`src/rrts_pkg.sv`:
```
`timescale 1ns / 1ps

package rrts_pkg;

   // Default sizes, handed to the top level as parameter defaults.
   localparam int MAX_THREADS_DEF = 16;
   localparam int ID_BITS_DEF     = 8;

   // Fixed field widths of the channels.
   localparam int OPCODE_W    = 3;
   localparam int TID_W       = 8;
   localparam int ERR_W       = 2;
   localparam int SLICE_W     = 16;
   localparam int REQ_DATA_W  = 16;
   localparam int RSP_DATA_W  = 16;

   localparam logic [SLICE_W-1:0] SLICE_RESET = SLICE_W'(1);

   // Event codes.
   localparam logic [OPCODE_W-1:0] OP_NEW   = 3'd0;
   localparam logic [OPCODE_W-1:0] OP_EXIT  = 3'd1;
   localparam logic [OPCODE_W-1:0] OP_BLOCK = 3'd2;
   localparam logic [OPCODE_W-1:0] OP_WAKE  = 3'd3;
   localparam logic [OPCODE_W-1:0] OP_TICK  = 3'd4;

   // Error codes.
   localparam logic [ERR_W-1:0] ERR_OK          = 2'd0;
   localparam logic [ERR_W-1:0] ERR_NO_ROOM     = 2'd1;
   localparam logic [ERR_W-1:0] ERR_NOT_BLOCKED = 2'd2;

   typedef enum logic [1:0] {
      S_IDLE,
      S_EXEC,
      S_READ,
      S_LOAD
   } state_type;

   typedef struct packed {
      logic accept;
      logic exec;
      logic rd_en;
      logic load;
   } ctrl_cmd_type;

   typedef struct packed {
      logic out_free;
   } ctrl_status_type;

endpackage

```
`src/round_robin_thread_scheduler_top.sv`:
```
`timescale 1ns / 1ps
// The result of an item is registered after the controller steps accept, update, run ring
// read and result load. A new item is accepted only once the result of the last one is loaded;
// a stalled result channel holds the controller in the load step.
// Reset is synchronous and active high; it empties the run queue and the blocked set,
// clears the slice counter and sets the slice length register to one tick.

module round_robin_thread_scheduler_top #(
   parameter int MAX_THREADS = rrts_pkg::MAX_THREADS_DEF,
   parameter int ID_BITS     = rrts_pkg::ID_BITS_DEF
) (
   input  logic                            clock,
   input  logic                            reset,
   // Event items. tdata from bit 0: opcode[2:0], tid[10:3], zero fill.
   input  logic                            req_tvalid,
   output logic                            req_tready,
   input  logic [rrts_pkg::REQ_DATA_W-1:0] req_tdata,
   // Result items. tdata from bit 0: current_valid[0], current_id[8:1],
   // error_code[10:9], zero fill.
   output logic                            rsp_tvalid,
   input  logic                            rsp_tready,
   output logic [rrts_pkg::RSP_DATA_W-1:0] rsp_tdata,
   // Slice length register, written whenever csr_wr_en is high.
   input  logic                            csr_wr_en,
   input  logic [rrts_pkg::SLICE_W-1:0]    csr_wr_data
);

   // The controller walks each item through its phases; the datapath holds the run ring,
   // the blocked set with its parallel compare, the slice counter and the result register.
   rrts_pkg::ctrl_cmd_type    cmd;
   rrts_pkg::ctrl_status_type status;

   rrts_ctrl u_ctrl (
      .clock      (clock),
      .reset      (reset),
      .req_tvalid (req_tvalid),
      .req_tready (req_tready),
      .status     (status),
      .cmd        (cmd)
   );

   rrts_datapath #(
      .MAX_THREADS (MAX_THREADS),
      .ID_BITS     (ID_BITS)
   ) u_datapath (
      .clock       (clock),
      .reset       (reset),
      .cmd         (cmd),
      .status      (status),
      .req_tdata   (req_tdata),
      .csr_wr_en   (csr_wr_en),
      .csr_wr_data (csr_wr_data),
      .rsp_tvalid  (rsp_tvalid),
      .rsp_tready  (rsp_tready),
      .rsp_tdata   (rsp_tdata)
   );

endmodule

```
`src/rrts_ram.sv`:
```
`timescale 1ns / 1ps

module rrts_ram #(
   parameter int WIDTH = 8,
   parameter int DEPTH = 16
) (
   input  logic                     clock,
   input  logic                     wr_en,
   input  logic [$clog2(DEPTH)-1:0] wr_addr,
   input  logic [WIDTH-1:0]         wr_data,
   input  logic                     rd_en,
   input  logic [$clog2(DEPTH)-1:0] rd_addr,
   output logic [WIDTH-1:0]         rd_data
);

   logic [WIDTH-1:0] mem_ff [DEPTH];
   logic [WIDTH-1:0] rd_data_ff;

   always_ff @(posedge clock) begin
      if (wr_en) begin
         mem_ff[wr_addr] <= wr_data;
      end
      if (rd_en) begin
         rd_data_ff <= mem_ff[rd_addr];
      end
   end

   assign rd_data = rd_data_ff;

endmodule

```
`src/rrts_ctrl.sv`:
```
`timescale 1ns / 1ps

module rrts_ctrl (
   input  logic                     clock,
   input  logic                     reset,
   input  logic                     req_tvalid,
   output logic                     req_tready,
   input  rrts_pkg::ctrl_status_type status,
   output rrts_pkg::ctrl_cmd_type    cmd
);

   rrts_pkg::state_type state_ff;
   rrts_pkg::state_type state_in;

   always_ff @(posedge clock) begin
      if (reset) begin
         state_ff <= rrts_pkg::S_IDLE;
      end else begin
         state_ff <= state_in;
      end
   end

   always_comb begin
      state_in   = state_ff;
      req_tready = 1'b0;
      cmd        = '0;
      case (state_ff)
         rrts_pkg::S_IDLE: begin
            req_tready = 1'b1;
            if (req_tvalid) begin
               cmd.accept = 1'b1;
               state_in   = rrts_pkg::S_EXEC;
            end
         end
         rrts_pkg::S_EXEC: begin
            cmd.exec = 1'b1;
            state_in = rrts_pkg::S_READ;
         end
         rrts_pkg::S_READ: begin
            cmd.rd_en = 1'b1;
            state_in  = rrts_pkg::S_LOAD;
         end
         rrts_pkg::S_LOAD: begin
            if (status.out_free) begin
               cmd.load = 1'b1;
               state_in = rrts_pkg::S_IDLE;
            end
         end
         default: begin
            state_in = rrts_pkg::S_IDLE;
         end
      endcase
   end

   // At most one phase of an item is active in any cycle.
   assert property (@(posedge clock) disable iff (reset)
      $onehot0({cmd.accept, cmd.exec, cmd.rd_en, cmd.load}))
      else $error("controller issued overlapping commands");

endmodule

```
`src/rrts_datapath.sv`:
```
`timescale 1ns / 1ps

module rrts_datapath #(
   parameter int MAX_THREADS = rrts_pkg::MAX_THREADS_DEF,
   parameter int ID_BITS     = rrts_pkg::ID_BITS_DEF
) (
   input  logic                                 clock,
   input  logic                                 reset,
   input  rrts_pkg::ctrl_cmd_type               cmd,
   output rrts_pkg::ctrl_status_type            status,
   input  logic [rrts_pkg::REQ_DATA_W-1:0]      req_tdata,
   input  logic                                 csr_wr_en,
   input  logic [rrts_pkg::SLICE_W-1:0]         csr_wr_data,
   output logic                                 rsp_tvalid,
   input  logic                                 rsp_tready,
   output logic [rrts_pkg::RSP_DATA_W-1:0]      rsp_tdata
);

   localparam int PTR_W = $clog2(MAX_THREADS);
   localparam int CNT_W = $clog2(MAX_THREADS + 1);
   localparam int EXT_W = (ID_BITS > rrts_pkg::TID_W) ? ID_BITS : rrts_pkg::TID_W;

   logic [rrts_pkg::OPCODE_W-1:0] opcode_ff;
   logic [ID_BITS-1:0]            id_ff;
   logic [EXT_W-1:0]              id_ext;
   logic [EXT_W-1:0]              head_ext;

   logic [PTR_W-1:0]            head_ff, head_in, head_next, tail;
   logic [CNT_W-1:0]            count_ff, count_in;
   logic [CNT_W-1:0]            blk_count_ff, blk_count_in;
   logic [CNT_W:0]              tail_sum, total;
   logic [MAX_THREADS-1:0]      blk_valid_ff, blk_valid_in;
   logic [ID_BITS-1:0]          blk_ids_ff [MAX_THREADS];
   logic [rrts_pkg::SLICE_W-1:0] slice_ticks_ff, slice_left_ff, slice_left_in, slice_dec;
   logic [rrts_pkg::ERR_W-1:0]  err_ff, err_in;
   logic [ID_BITS-1:0]          head_id_ff;
   logic                        rsp_valid_ff;
   logic [rrts_pkg::RSP_DATA_W-1:0] rsp_data_ff;

   logic               ram_we;
   logic [ID_BITS-1:0] ram_wdata;
   logic [ID_BITS-1:0] ram_rdata;
   logic               blk_we;

   logic [PTR_W-1:0]   free_idx, match_idx;
   logic               free_found, match_found;

   rrts_ram #(
      .WIDTH (ID_BITS),
      .DEPTH (MAX_THREADS)
   ) u_run_ring (
      .clock   (clock),
      .wr_en   (ram_we),
      .wr_addr (tail),
      .wr_data (ram_wdata),
      .rd_en   (cmd.rd_en),
      .rd_addr (head_ff),
      .rd_data (ram_rdata)
   );

   assign id_ext   = EXT_W'(req_tdata[rrts_pkg::OPCODE_W +: rrts_pkg::TID_W]);
   // The id read from the ring head, widened so that the result field can be cut from it.
   assign head_ext = EXT_W'(ram_rdata);

   assign head_next = (head_ff == PTR_W'(MAX_THREADS - 1)) ? '0 : head_ff + PTR_W'(1);
   assign tail_sum  = (CNT_W+1)'(head_ff) + (CNT_W+1)'(count_ff);
   always_comb begin
      if (tail_sum >= (CNT_W+1)'(MAX_THREADS)) begin
         tail = PTR_W'(tail_sum - (CNT_W+1)'(MAX_THREADS));
      end else begin
         tail = tail_sum[PTR_W-1:0];
      end
   end
   assign total     = (CNT_W+1)'(count_ff) + (CNT_W+1)'(blk_count_ff);
   assign slice_dec = slice_left_ff - rrts_pkg::SLICE_W'(1);

   // Lowest free blocked slot and lowest slot that holds the wake id.
   always_comb begin
      free_idx    = '0;
      free_found  = 1'b0;
      match_idx   = '0;
      match_found = 1'b0;
      for (int i = MAX_THREADS - 1; i >= 0; i--) begin
         if (!blk_valid_ff[i]) begin
            free_idx   = PTR_W'(i);
            free_found = 1'b1;
         end
         if (blk_valid_ff[i] && (blk_ids_ff[i] == id_ff)) begin
            match_idx   = PTR_W'(i);
            match_found = 1'b1;
         end
      end
   end

   always_comb begin
      head_in       = head_ff;
      count_in      = count_ff;
      blk_count_in  = blk_count_ff;
      blk_valid_in  = blk_valid_ff;
      slice_left_in = slice_left_ff;
      err_in        = err_ff;
      ram_we        = 1'b0;
      ram_wdata     = id_ff;
      blk_we        = 1'b0;
      if (cmd.exec) begin
         err_in = rrts_pkg::ERR_OK;
         case (opcode_ff)
            rrts_pkg::OP_NEW: begin
               if (total >= (CNT_W+1)'(MAX_THREADS)) begin
                  err_in = rrts_pkg::ERR_NO_ROOM;
               end else begin
                  ram_we   = 1'b1;
                  count_in = count_ff + CNT_W'(1);
                  if (count_ff == '0) begin
                     slice_left_in = slice_ticks_ff;
                  end
               end
            end
            rrts_pkg::OP_EXIT: begin
               if (count_ff != '0) begin
                  head_in       = head_next;
                  count_in      = count_ff - CNT_W'(1);
                  slice_left_in = (count_ff > CNT_W'(1)) ? slice_ticks_ff : '0;
               end
            end
            rrts_pkg::OP_BLOCK: begin
               if ((count_ff != '0) && free_found) begin
                  blk_we                 = 1'b1;
                  blk_valid_in[free_idx] = 1'b1;
                  blk_count_in           = blk_count_ff + CNT_W'(1);
                  head_in                = head_next;
                  count_in               = count_ff - CNT_W'(1);
                  slice_left_in          = (count_ff > CNT_W'(1)) ? slice_ticks_ff : '0;
               end
            end
            rrts_pkg::OP_WAKE: begin
               if (match_found) begin
                  blk_valid_in[match_idx] = 1'b0;
                  blk_count_in            = blk_count_ff - CNT_W'(1);
                  if (count_ff < CNT_W'(MAX_THREADS)) begin
                     ram_we   = 1'b1;
                     count_in = count_ff + CNT_W'(1);
                     if (count_ff == '0) begin
                        slice_left_in = slice_ticks_ff;
                     end
                  end
               end else begin
                  err_in = rrts_pkg::ERR_NOT_BLOCKED;
               end
            end
            rrts_pkg::OP_TICK: begin
               if (count_ff != '0) begin
                  if (slice_dec == '0) begin
                     // Slice used up: the head goes to the tail.
                     ram_we        = 1'b1;
                     ram_wdata     = head_id_ff;
                     head_in       = head_next;
                     slice_left_in = slice_ticks_ff;
                  end else begin
                     slice_left_in = slice_dec;
                  end
               end
            end
            default: begin
            end
         endcase
      end
   end

   always_ff @(posedge clock) begin
      if (reset) begin
         head_ff        <= '0;
         count_ff       <= '0;
         blk_count_ff   <= '0;
         blk_valid_ff   <= '0;
         slice_left_ff  <= '0;
         slice_ticks_ff <= rrts_pkg::SLICE_RESET;
         err_ff         <= rrts_pkg::ERR_OK;
         rsp_valid_ff   <= 1'b0;
      end else begin
         head_ff       <= head_in;
         count_ff      <= count_in;
         blk_count_ff  <= blk_count_in;
         blk_valid_ff  <= blk_valid_in;
         slice_left_ff <= slice_left_in;
         err_ff        <= err_in;
         if (csr_wr_en) begin
            slice_ticks_ff <= csr_wr_data;
         end
         if (cmd.load) begin
            rsp_valid_ff <= 1'b1;
         end else if (rsp_tready) begin
            rsp_valid_ff <= 1'b0;
         end
      end
   end

   always_ff @(posedge clock) begin
      if (cmd.accept) begin
         opcode_ff <= req_tdata[rrts_pkg::OPCODE_W-1:0];
         id_ff     <= id_ext[ID_BITS-1:0];
      end
      if (blk_we) begin
         blk_ids_ff[free_idx] <= head_id_ff;
      end
      if (cmd.load) begin
         head_id_ff  <= ram_rdata;
         rsp_data_ff <= rrts_pkg::RSP_DATA_W'({err_ff,
            (count_ff != '0) ? head_ext[rrts_pkg::TID_W-1:0] : rrts_pkg::TID_W'(0),
            (count_ff != '0)});
      end
   end

   assign status.out_free = !rsp_valid_ff || rsp_tready;
   assign rsp_tvalid      = rsp_valid_ff;
   assign rsp_tdata       = rsp_data_ff;

   assert property (@(posedge clock) disable iff (reset)
      total <= (CNT_W+1)'(MAX_THREADS))
      else $error("runnable plus blocked threads exceed capacity");

   assert property (@(posedge clock) disable iff (reset)
      $countones(blk_valid_ff) == int'(blk_count_ff))
      else $error("blocked count out of step with blocked slots");

   assert property (@(posedge clock) disable iff (reset)
      (count_ff == '0) |-> (slice_left_ff == '0))
      else $error("slice counter running with an empty run queue");

endmodule

```
`config.mk`:
```
export PLATFORM = sky130hd
export DESIGN_NAME = round_robin_thread_scheduler_top
export DESIGN_NICKNAME = d
export VERILOG_FILES = /design/src/rrts_pkg.sv /design/src/round_robin_thread_scheduler_top.sv /design/src/rrts_ram.sv /design/src/rrts_ctrl.sv /design/src/rrts_datapath.sv
export SDC_FILE = /design/constraint.sdc
export NUM_CORES = 1
export LEC_CHECK = 0
export BUFFER_PORTS_ARGS = -buffer_cell sky130_fd_sc_hd__buf_4
export CAP_MARGIN = 40
export CORE_MARGIN = 5
export CORE_UTILIZATION = 56
export CTS_CLUSTER_DIAMETER = 60
export DETAILED_ROUTE_END_ITERATION = 16
export GPL_TIMING_DRIVEN = 0
export PLACE_DENSITY = 0.76
export SYNTH_ARGS = -nofsm -noshare
export SYNTH_HDL_FRONTEND = slang
export SYNTH_SLANG_ARGS = --single-unit
```
`constraint.sdc`:
```
create_clock -name clock -period 3.5 [get_ports clock]
set_input_delay 0.7 -clock clock [delete_from_list [all_inputs] [get_ports clock]]
set_output_delay 0.7 -clock clock [all_outputs]
set_load 0.02 [all_outputs]
```
==> impl_metrics.json, run 1 <==
{
  "rr_startpoint": "u_datapath.id_ff[7]",
  "p_per_area_nw_per_um2": 613.3,
  "routedWlPerCell_um": 23.03,
  "muxShareOfSynthArea": 0.07565,
  "final_common_cell": "edfxtp_1",
  "h-tree-depth": 2,
  "p_int_mw": 8.347,
  "post_dp_cell_area_um2": 17490,
  "grt_overflow": 0,
  "drc": 0,
  "synth_edf_count": 294,
  "r2r_cells": 12,
  "postRouteAntennaNets": 0,
  "first_iter_violations": 928,
  "finalMaxSlewViolations": 0,
  "postSynthCellCount": 1174,
  "yosys.area_share.xor_xnor": 0.07855,
  "post-synth-top-area-fraction": 0.5392,
  "grt_pass1_vias": 10340,
  "ys.flop_type": "edfxtp_1",
  "finalSetupViolCount": 0,
  "stdcell_count": 1707,
  "final_area_um2": 18940,
  "yosysTopAreaCell": "edfxtp_1",
  "place.gp.congestion": 0.9534,
  "layout_setup_ws_ps": 38.07,
  "ioPinCount": 55,
  "port_buffers": 42,
  "min_path_type": "in2reg",
  "min_from": "req_tdata[6]",
  "synth-simple-area-share": 0.1149,
  "synth.area.top_cells": "edfxtp_1 (54%), dfxtp_1 (8.2%), xnor2_1 (5.8%)",
  "cts_sinks": 361,
  "p_seq_frac": 0.440,
  "vias_per_cell": 6.064,
  "grt_max_degree": 18,
  "cp_max_fo": 10,
  "p_clk_frac": 0.361,
  "relSlewSlack": 0.3638,
  "crit_path_start_kind": "flip-flop",
  "status": "finished, final reports clean",
  "r2r-end": "u_datapath.u_run_ring.mem_ff[6][6]",
  "hold_viol": 0,
  "synth_cell_types": 77,
  "synth_top_family_by_area": "simple AND/OR/NAND/NOR gates",
  "switchingPower_mw": 3.270,
  "pre_cts_slack_ps": -317.8,
  "first_pass_iters": 5,
  "cts_max_path_buffers": 3,
  "root_buffer": "clkbuf_16",
  "drv_cap": 0,
  "p_sw_frac": 0.2814,
  "grt_usage": 0.2366,
  "ir_worst_vdd_v": 0.0003744,
  "drive_gt1_frac": 0.2033,
  "cts_inserted_buffers": 38,
  "async_reset_ff_frac": 0,
  "totalPowerFinal_mw": 11.62,
  "worstSetupPathType": "reg2reg",
  "cp.required_ps": 3740,
  "power.share.combinational": 0.199,
  "hold_path_depth": 1,
  "die_width_um": 181.0,
  "fmax_mhz": 288.9,
  "clock_latency_ps": 530,
  "num_rows": 62,
  "rsz0062_at_grt": "true",
  "netlist_area_um2": 16370,
  "syn2layout_area_growth_pct": 15.67,
  "min_period_over_period": 0.9891,
  "worst_pin_slew_ps": 954.3,
  "dp_hpwl_mm": 26.33,
  "antenna_found_initial": 0,
  "synth_fa_ha_area_frac": 0.01773,
  "cts_tree": "yes",
  "clk_pin_slew_ps": 60,
  "start_util": 0.5690,
  "vias": 10350,
  "die_height_um": 181.0,
  "yosys_register_bits": 361,
  "timing.final.crit_period_ps": 3462,
  "dpl.cell_count": 1632,
  "fin_nets": 1352,
  "synth-seq-area-share": 0.6211,
  "syn_area_per_cell_um2": 13.95,
  "synth_compound_area_frac": 0.06144,
  "core_area_um2": 28780,
  "leakagePower_nw": 6.434,
  "antennaDiodeCount": 0,
  "die-area_um2": 32760,
  "final_util": 0.6581,
  "drt-total-wl_mm": 39.32,
  "grt_pass1_wl_mm": 60.52,
  "arrival_ps": 3700,
  "r2r_slack_ps": 40,
  "finalClockSkew_ps": 19.25,
  "whs_endpoint": "u_datapath.id_ff[3]",
  "hold_buffers": 0,
  "yosys_warnings": 0,
  "cp-end-kind": "flip-flop",
  "most-common-layout-cells": "edfxtp_1 (294), xnor2_1 (109), nor2_1 (75), buf_4 (70), dfxtp_1 (67)"
}
## power groups by stage
stage	registers, mW	clock network, mW	logic (mW)
after floorplan	5.15	0	1.63
after global placement	5.21	0	2.14
after detailed placement	5.20	0	2.25
after CTS	5.11	4.24	2.30
after global routing	5.13	4.45	2.50
final	5.12	4.19	2.31
## synth_stat cells, types with 3 or more instances
| master | count |
|---|---|
| o21ai_0 | 20 |
| and2_1 | 13 |
| and4b_1 | 3 |
| or2_2 | 4 |
| a21o_1 | 7 |
| nand4_1 | 31 |
| o21bai_1 | 4 |
| and3_1 | 8 |
| buf_2 | 4 |
| o32ai_1 | 4 |
| nor2_1 | 76 |
| nand2_1 | 42 |
| buf_4 | 12 |
| ha_1 | 20 |
| nor3b_1 | 4 |
| xnor2_1 | 109 |
| inv_1 | 32 |
| nand3_1 | 33 |
| o211ai_1 | 3 |
| a21oi_1 | 36 |
| nor4_1 | 24 |
| clkbuf_1 | 23 |
| mux4_2 | 40 |
| nor2b_1 | 10 |
| buf_1 | 4 |
| nor3_1 | 50 |
| or4_1 | 6 |
| a221oi_1 | 9 |
| nand2b_1 | 9 |
| dfxtp_1 | 67 |
| buf_6 | 13 |
| or3_1 | 11 |
| mux2i_1 | 18 |
| mux2_2 | 14 |
| a31oi_1 | 10 |
| xor2_1 | 36 |
| edfxtp_1 | 294 |
| a211oi_1 | 24 |
## critical path: stages (launching register included)
cell	delay, ps
edfxtp_1	360
buf_4	200
buf_4	230
xor2_1	180
nor4_1	200
nand4_1	250
and2_1	250
and4_1	310
a21oi_4	220
a211oi_4	120
buf_6	190
nor4_2	360
clkbuf_4	300
## layout make-up
cell class,count,area (um2)
buffer,58,377.9
multi-input combinational,727,5877
sequential,361,10170
clock buffer,47,1015
tap,384,480.5
inverter,32,120.1
clock inverter,23,314.1
timing repair buffer,75,586.8
fill,2085,9839
## per-layer routing
layer | vias up | wire length, um | GRT usage | share of wire
met3 | 72 | 2306 | 0.03057 | 0.059
met5 | - | 0 | 0 | 0
met4 | 0 | 935 | 0.06064 | 0.024
met1 | 5209 | 15920 | 0.3123 | 0.40
li1 | 4694 | - | - | -
met2 | 377 | 20160 | 0.4185 | 0.51
## state kept, by name, indices dropped and copies added, names as in the netlist, 5 cells and up
register	flops
u_datapath.id_ff	8
u_datapath.count_ff	5
u_datapath.slice_ticks_ff	16
u_datapath.blk_valid_ff	16
u_datapath.head_id_ff	8
u_datapath.blk_count_ff	5
u_datapath.u_run_ring.mem_ff	128
u_datapath.slice_left_ff	16
u_datapath.rsp_tdata	11
u_datapath.u_run_ring.rd_data	8
u_datapath.blk_ids_ff	128
## cell families (layout without fill, tap and decap cells)
logic type	Yosys count	after routing
flip-flops	361	361
AND/OR/NAND/NOR	341	341
XOR/XNOR	146	146
AO/OA/AOI/OAI	141	141
buffers and inverters	90	235
multiplexers	72	72
adder cells (fa/ha/maj)	22	22
other	1	5
## through the flow
step,hold slack [ps],setup TNS (ps)
3_3_place_gp,423.3,-82040
2_1_floorplan,409.3,0
4_1_cts,326.8,0
5_1_grt,326.2,-1693
3_5_place_dp,423.8,-6252
6_report,346.3,0
## worst max-delay path by stage
| stage | start | to | cells after the start |
|---|---|---|---|
| after floorplan | u_datapath.id_ff[3] | u_datapath.u_run_ring.mem_ff[4][0] | 10 |
| after global placement | u_datapath.id_ff[7] | u_datapath.u_run_ring.mem_ff[4][5] | 11 |
| after detailed placement | u_datapath.id_ff[7] | u_datapath.u_run_ring.mem_ff[7][5] | 12 |
| after CTS | u_datapath.id_ff[7] | u_datapath.u_run_ring.mem_ff[6][5] | 12 |
| after global routing | u_datapath.id_ff[3] | u_datapath.u_run_ring.mem_ff[6][2] | 11 |
| final | u_datapath.id_ff[7] | u_datapath.u_run_ring.mem_ff[6][6] | 12 |
## timing repair
action	4_1_cts	5_1_grt
buffers inserted	2	3
endpoints found under the setup margin	45	234
gates resized for setup	9	10
pin swaps	2	2
endpoints found under the hold margin	0	0
(Power assumes the default switching activity.)
==> inputs of run 2 (changes only) <==
--- a/config.mk
+++ b/config.mk
@@ -13,6 +13,7 @@
 export DETAILED_ROUTE_END_ITERATION = 16
 export GPL_TIMING_DRIVEN = 0
 export PLACE_DENSITY = 0.76
+export SKIP_CTS_REPAIR_TIMING = 1
 export SYNTH_ARGS = -nofsm -noshare
 export SYNTH_HDL_FRONTEND = slang
 export SYNTH_SLANG_ARGS = --single-unit
==> constraint.sdc (replaced) <==
create_clock -name clock -period 3.5 [get_ports clock]
set_input_delay 0.35 -clock clock [delete_from_list [all_inputs] [get_ports clock]]
set_output_delay 0.35 -clock clock [all_outputs]
set_load 0.02 [all_outputs]
==> impl_metrics.json, run 2 (synthesis gave the netlist of run 1 again) <==
{
  "final_area_um2": 19070,
  "reg_top3": "u_datapath.blk_ids_ff: 128 flops, u_datapath.u_run_ring.mem_ff: 128 flops",
  "finalClockSkew_ps": 20.02,
  "cp.required_ps": 3720,
  "min_path_type": "in2reg",
  "port_buffers": 42,
  "first_pass_iters": 5,
  "routedWlPerCell_um": 23.02,
  "die-area_um2": 32760,
  "clock_latency_ps": 540,
  "stdcell_count": 1718,
  "dpl.cell_count": 1632,
  "dp_hpwl_mm": 26.33,
  "most-common-layout-cells": "edfxtp_1 (294), xnor2_1 (109), nor2_1 (75), buf_4 (70), dfxtp_1 (67)",
  "worstSetupPathType": "reg2reg",
  "grt_overflow": 0,
  "ir_worst_vdd_v": 0.0003753,
  "p_per_area_nw_per_um2": 610.2,
  "die_height_um": 181.0,
  "worst_pin_slew_ps": 931.7,
  "h-tree-depth": 2,
  "grt_pass1_vias": 10330,
  "drive_gt1_frac": 0.2024,
  "root_buffer": "clkbuf_16",
  "ioPinCount": 55,
  "status": "finished, final reports clean",
  "clk_pin_slew_ps": 60,
  "postRouteAntennaNets": 0,
  "cp_max_fo": 10,
  "hold_viol": 0,
  "leakagePower_nw": 6.493,
  "final_common_cell": "edfxtp_1",
  "r2r_slack_ps": 130,
  "die_width_um": 181.0,
  "grt_pass1_wl_mm": 60.30,
  "cts_tree": "yes",
  "rsz0062_at_grt": "true",
  "num_rows": 62,
  "totalPowerFinal_mw": 11.64,
  "grt_usage": 0.2354,
  "core_area_um2": 28780,
  "arrival_ps": 3590,
  "drv_cap": 0,
  "min_period_over_period": 0.9628,
  "drc": 0,
  "finalSetupViolCount": 0,
  "post_dp_cell_area_um2": 17490,
  "fmax_mhz": 296.7,
  "cts_max_path_buffers": 3,
  "start_util": 0.5690,
  "vias_per_cell": 6.052,
  "relSlewSlack": 0.3788,
  "first_iter_violations": 875,
  "grt_max_degree": 18,
  "timing.final.crit_period_ps": 3370,
  "drt-total-wl_mm": 39.56,
  "cp-end-kind": "flip-flop",
  "vias": 10400,
  "fin_nets": 1363,
  "cts_sinks": 361,
  "crit_path_start_kind": "flip-flop",
  "syn2layout_area_growth_pct": 16.48,
  "cts_inserted_buffers": 38,
  "antennaDiodeCount": 0,
  "finalMaxSlewViolations": 0,
  "place.gp.congestion": 0.9534,
  "antenna_found_initial": 0
}
run 2: cell types whose count changed in the layout (fill, tap and decap cells not counted), sizes merged:
cell	delta
dlygate4sd3	+11
buf	+1
clkbuf	-1
run 2: final timing paths:
path | from | to | cells past startpoint
min | csr_wr_data[0] | u_datapath.slice_ticks_ff[0] | 2
max | u_datapath.id_ff[7] | u_datapath.u_run_ring.mem_ff[8][4] | 12
min reg2reg | u_datapath.u_run_ring.rd_data[6] | u_datapath.head_id_ff[6] | 0
max reg2reg | u_datapath.id_ff[7] | u_datapath.u_run_ring.mem_ff[8][4] | 12
run 2: power breakdown:
part	leakage, nW	switching [mW]	internal [mW]
clock	0.649	1.66	2.53
combinational	2.65	1.45	0.886
sequential	3.20	0.175	4.94
total	6.49	3.28	8.36
run 2: cell type report:
type,count,area (um2)
inverter,32,120.1
multi-input combinational,727,5902
clock buffer,47,1015
timing repair buffer,86,694.4
buffer,58,377.9
sequential,361,10170
fill,2068,9707
clock inverter,23,314.1
tap,384,480.5
run 2: routing by layer:
| metal | routed length (um) | up-vias | global-route usage |
|---|---|---|---|
| met5 | 0 | - | 0 |
| met3 | 2099 | 79 | 0.03177 |
| met4 | 947 | 0 | 0.06244 |
| li1 | - | 4714 | - |
| met1 | 16150 | 5246 | 0.3102 |
| met2 | 20360 | 359 | 0.4147 |
run 2: through the flow:
step | setup TNS (ps) | util | setup slack [ps] | hold WS [ps]
final | 0 | 0.6627 | 130.1 | 32.79
after global routing | -582.0 | 0.6627 | -44.85 | 27.04
after CTS | -8192 | 0.6538 | -366.3 | -23.20
after detailed placement | -6252 | 0.6076 | -317.8 | 423.8
after global placement | -82040 | 0.5971 | -832.5 | 423.3
after floorplan | 0 | - | 82.43 | 409.3
run 2: critical path: stages, from the launching register on:
cell      delay, ps
edfxtp_1        360
buf_4           200
buf_4           220
xor2_1          180
nor4_1          190
nand4_1         240
and2_1          240
and4_2          300
a21oi_4         200
a211oi_4        130
buf_6           210
nor4_2          230
buf_2           310
==> inputs of run 3 (changes only) <==
--- a/config.mk
+++ b/config.mk
@@ -8,11 +8,11 @@
 export BUFFER_PORTS_ARGS = -buffer_cell sky130_fd_sc_hd__buf_4
 export CAP_MARGIN = 40
 export CORE_MARGIN = 5
-export CORE_UTILIZATION = 56
+export CORE_UTILIZATION = 30
 export CTS_CLUSTER_DIAMETER = 60
 export DETAILED_ROUTE_END_ITERATION = 16
 export GPL_TIMING_DRIVEN = 0
-export PLACE_DENSITY = 0.76
+export PLACE_DENSITY = 0.46
 export SKIP_CTS_REPAIR_TIMING = 1
 export SYNTH_ARGS = -nofsm -noshare
 export SYNTH_HDL_FRONTEND = slang
==> impl_metrics.json, run 3 (synthesis gave the netlist of run 1 again) <==
{
  "fin_nets": 1384,
  "worstSetupPathType": "reg2reg",
  "stdcell_count": 2053,
  "rsz0062_at_grt": "true",
  "cts_inserted_buffers": 43,
  "first_pass_iters": 5,
  "cts_sinks": 361,
  "cpPeakStageDelay_ps": 490,
  "grt_max_degree": 18,
  "vias_per_cell": 4.894,
  "reg_top3": "u_datapath.blk_ids_ff: 128 flops, u_datapath.u_run_ring.mem_ff: 128 flops",
  "hold_ws_ps": 25.58,
  "timing.final.crit_period_ps": 3414,
  "dp_hpwl_mm": 30.14,
  "vias": 10050,
  "p_seq_frac": 0.430,
  "start_util": 0.3037,
  "worstPathCellList": "buf_4 -> buf_6 -> xnor2_1 -> nand3_1 -> nor3_1 -> a31oi_1 -> and4_2 -> a21oi_4 -> a211oi_4 -> nor4_2 -> buf_2",
  "drive_gt1_frac": 0.2167,
  "grt_pass1_vias": 10190,
  "switchingPower_mw": 3.442,
  "totalPowerFinal_mw": 11.86,
  "post_dp_cell_area_um2": 17990,
  "p_int_mw": 8.417,
  "antenna_found_initial": 0,
  "cp-end-kind": "flip-flop",
  "r2r_slack_ps": 90,
  "grt_overflow": 0,
  "crit_path_start_kind": "flip-flop",
  "root_buffer": "clkbuf_16",
  "ioPinCount": 55,
  "first_iter_violations": 508,
  "relSlewSlack": 0.4585,
  "layout_setup_ws_ps": 86.44,
  "dpl.cell_count": 1950,
  "final_util": 0.3665,
  "place.gp.congestion": 0.8397,
  "r2r_cells": 11,
  "drt-total-wl_mm": 42.96,
  "ir_worst_vdd_v": 0.0003857,
  "cts_max_path_buffers": 3,
  "pre_cts_slack_ps": -422.7,
  "grt_usage": 0.1419,
  "most-common-layout-cells": "edfxtp_1 (294), xnor2_1 (109), buf_4 (81), nor2_1 (76), dfxtp_1 (67)",
  "die-area_um2": 59350,
  "cp.required_ps": 3750,
  "cts_tree": "yes",
  "port_buffers": 42,
  "r2r-end": "u_datapath.u_run_ring.mem_ff[2][0]",
  "p_per_area_nw_per_um2": 600.1,
  "power.share.combinational": 0.206,
  "crit_slowest_cell": "nor4_2",
  "clk_pin_slew_ps": 50,
  "status": "finished, final reports clean",
  "endpoint": "u_datapath.u_run_ring.mem_ff[2][0]",
  "cp.depth": 11,
  "syn2layout_area_growth_pct": 20.69,
  "crit_family": "simple AND/OR/NAND/NOR gates",
  "h-tree-depth": 2,
  "finalSetupTns_ps": 0,
  "crit_buf_inv": 3,
  "p_clk_frac": 0.364,
  "arrival_ps": 3660,
  "worstSetupStartpoint": "u_datapath.id_ff[6]",
  "grt_pass1_wl_mm": 64.53,
  "antennaDiodeCount": 0,
  "cp_max_fo": 10,
  "postRouteAntennaNets": 0,
  "min_period_over_period": 0.9753,
  "worst_pin_slew_ps": 812.2,
  "routedWlPerCell_um": 20.93,
  "drc": 0,
  "p_sw_frac": 0.2903,
  "fmax_mhz": 292.9,
  "hold_viol": 0,
  "rr_startpoint": "u_datapath.id_ff[6]",
  "num_rows": 85,
  "finalSetupViolCount": 0,
  "core_area_um2": 53920,
  "finalMaxSlewViolations": 0,
  "final_common_cell": "edfxtp_1",
  "leakagePower_nw": 6.603,
  "min_path_type": "in2reg",
  "die_height_um": 243.6,
  "clock_latency_ps": 570,
  "die_width_um": 243.6,
  "drv_cap": 0,
  "final_area_um2": 19760,
  "finalClockSkew_ps": 19.82
}
[run 3: changes by cell type in the layout (fill, tap and decap cells not counted), sizes merged]
cell         delta
buf            +16
bufinv          -3
clkbuf          +4
clkinv          -2
clkinvlp        +3
dlygate4sd3     +1
inv             +4
[run 3: final cells by class]
class / count / area, um2
Inverter: 32 / 120.1
Buffer: 57 / 381.6
Sequential cell: 361 / 10170
Tap cell: 696 / 870.8
Timing Repair Buffer: 103 / 897.1
Fill cell: 5115 / 34160
Clock buffer: 52 / 1131
Clock inverter: 25 / 229.0
Multi-Input combinational cell: 727 / 5963
[run 3: how the worst min path moves through the flow]
stage | start | end | cells past startpoint
floorplan | u_datapath.err_ff[1] | u_datapath.rsp_tdata[10] | 0
global placement | u_datapath.u_run_ring.rd_data[3] | u_datapath.head_id_ff[3] | 0
detailed placement | u_datapath.err_ff[0] | u_datapath.rsp_tdata[9] | 0
CTS | req_tdata[5] | u_datapath.id_ff[2] | 1
global route | csr_wr_data[14] | u_datapath.slice_ticks_ff[14] | 3
finish | csr_wr_data[12] | u_datapath.slice_ticks_ff[12] | 3
[run 3: power by group through the flow]
stage / combinational [mW] / sequential [mW] / clock, mW
2_1_floorplan: 1.63 / 5.15 / 0
3_3_place_gp: 2.24 / 5.24 / 0
3_5_place_dp: 2.37 / 5.19 / 0
4_1_cts: 2.38 / 5.10 / 4.47
5_1_grt: 2.68 / 5.12 / 4.64
6_report: 2.45 / 5.10 / 4.32
[run 3: routing by layer]
layer  GRT usage  part of all wire
met5           0                 0
met4     0.03833             0.021
met3     0.02422             0.036
met1      0.1900              0.45
met2      0.2399              0.49
[run 3: worst reg2reg max path, delay by kind of cell, from the launching register on]
family | cells | cell delay, ps
xor gates and xnor gates | 1 | 230
buffers and inverters | 3 | 730
DFF | 1 | 360
and+or+nand+nor | 4 | 1300
AOI/OAI and AO/OA | 3 | 480
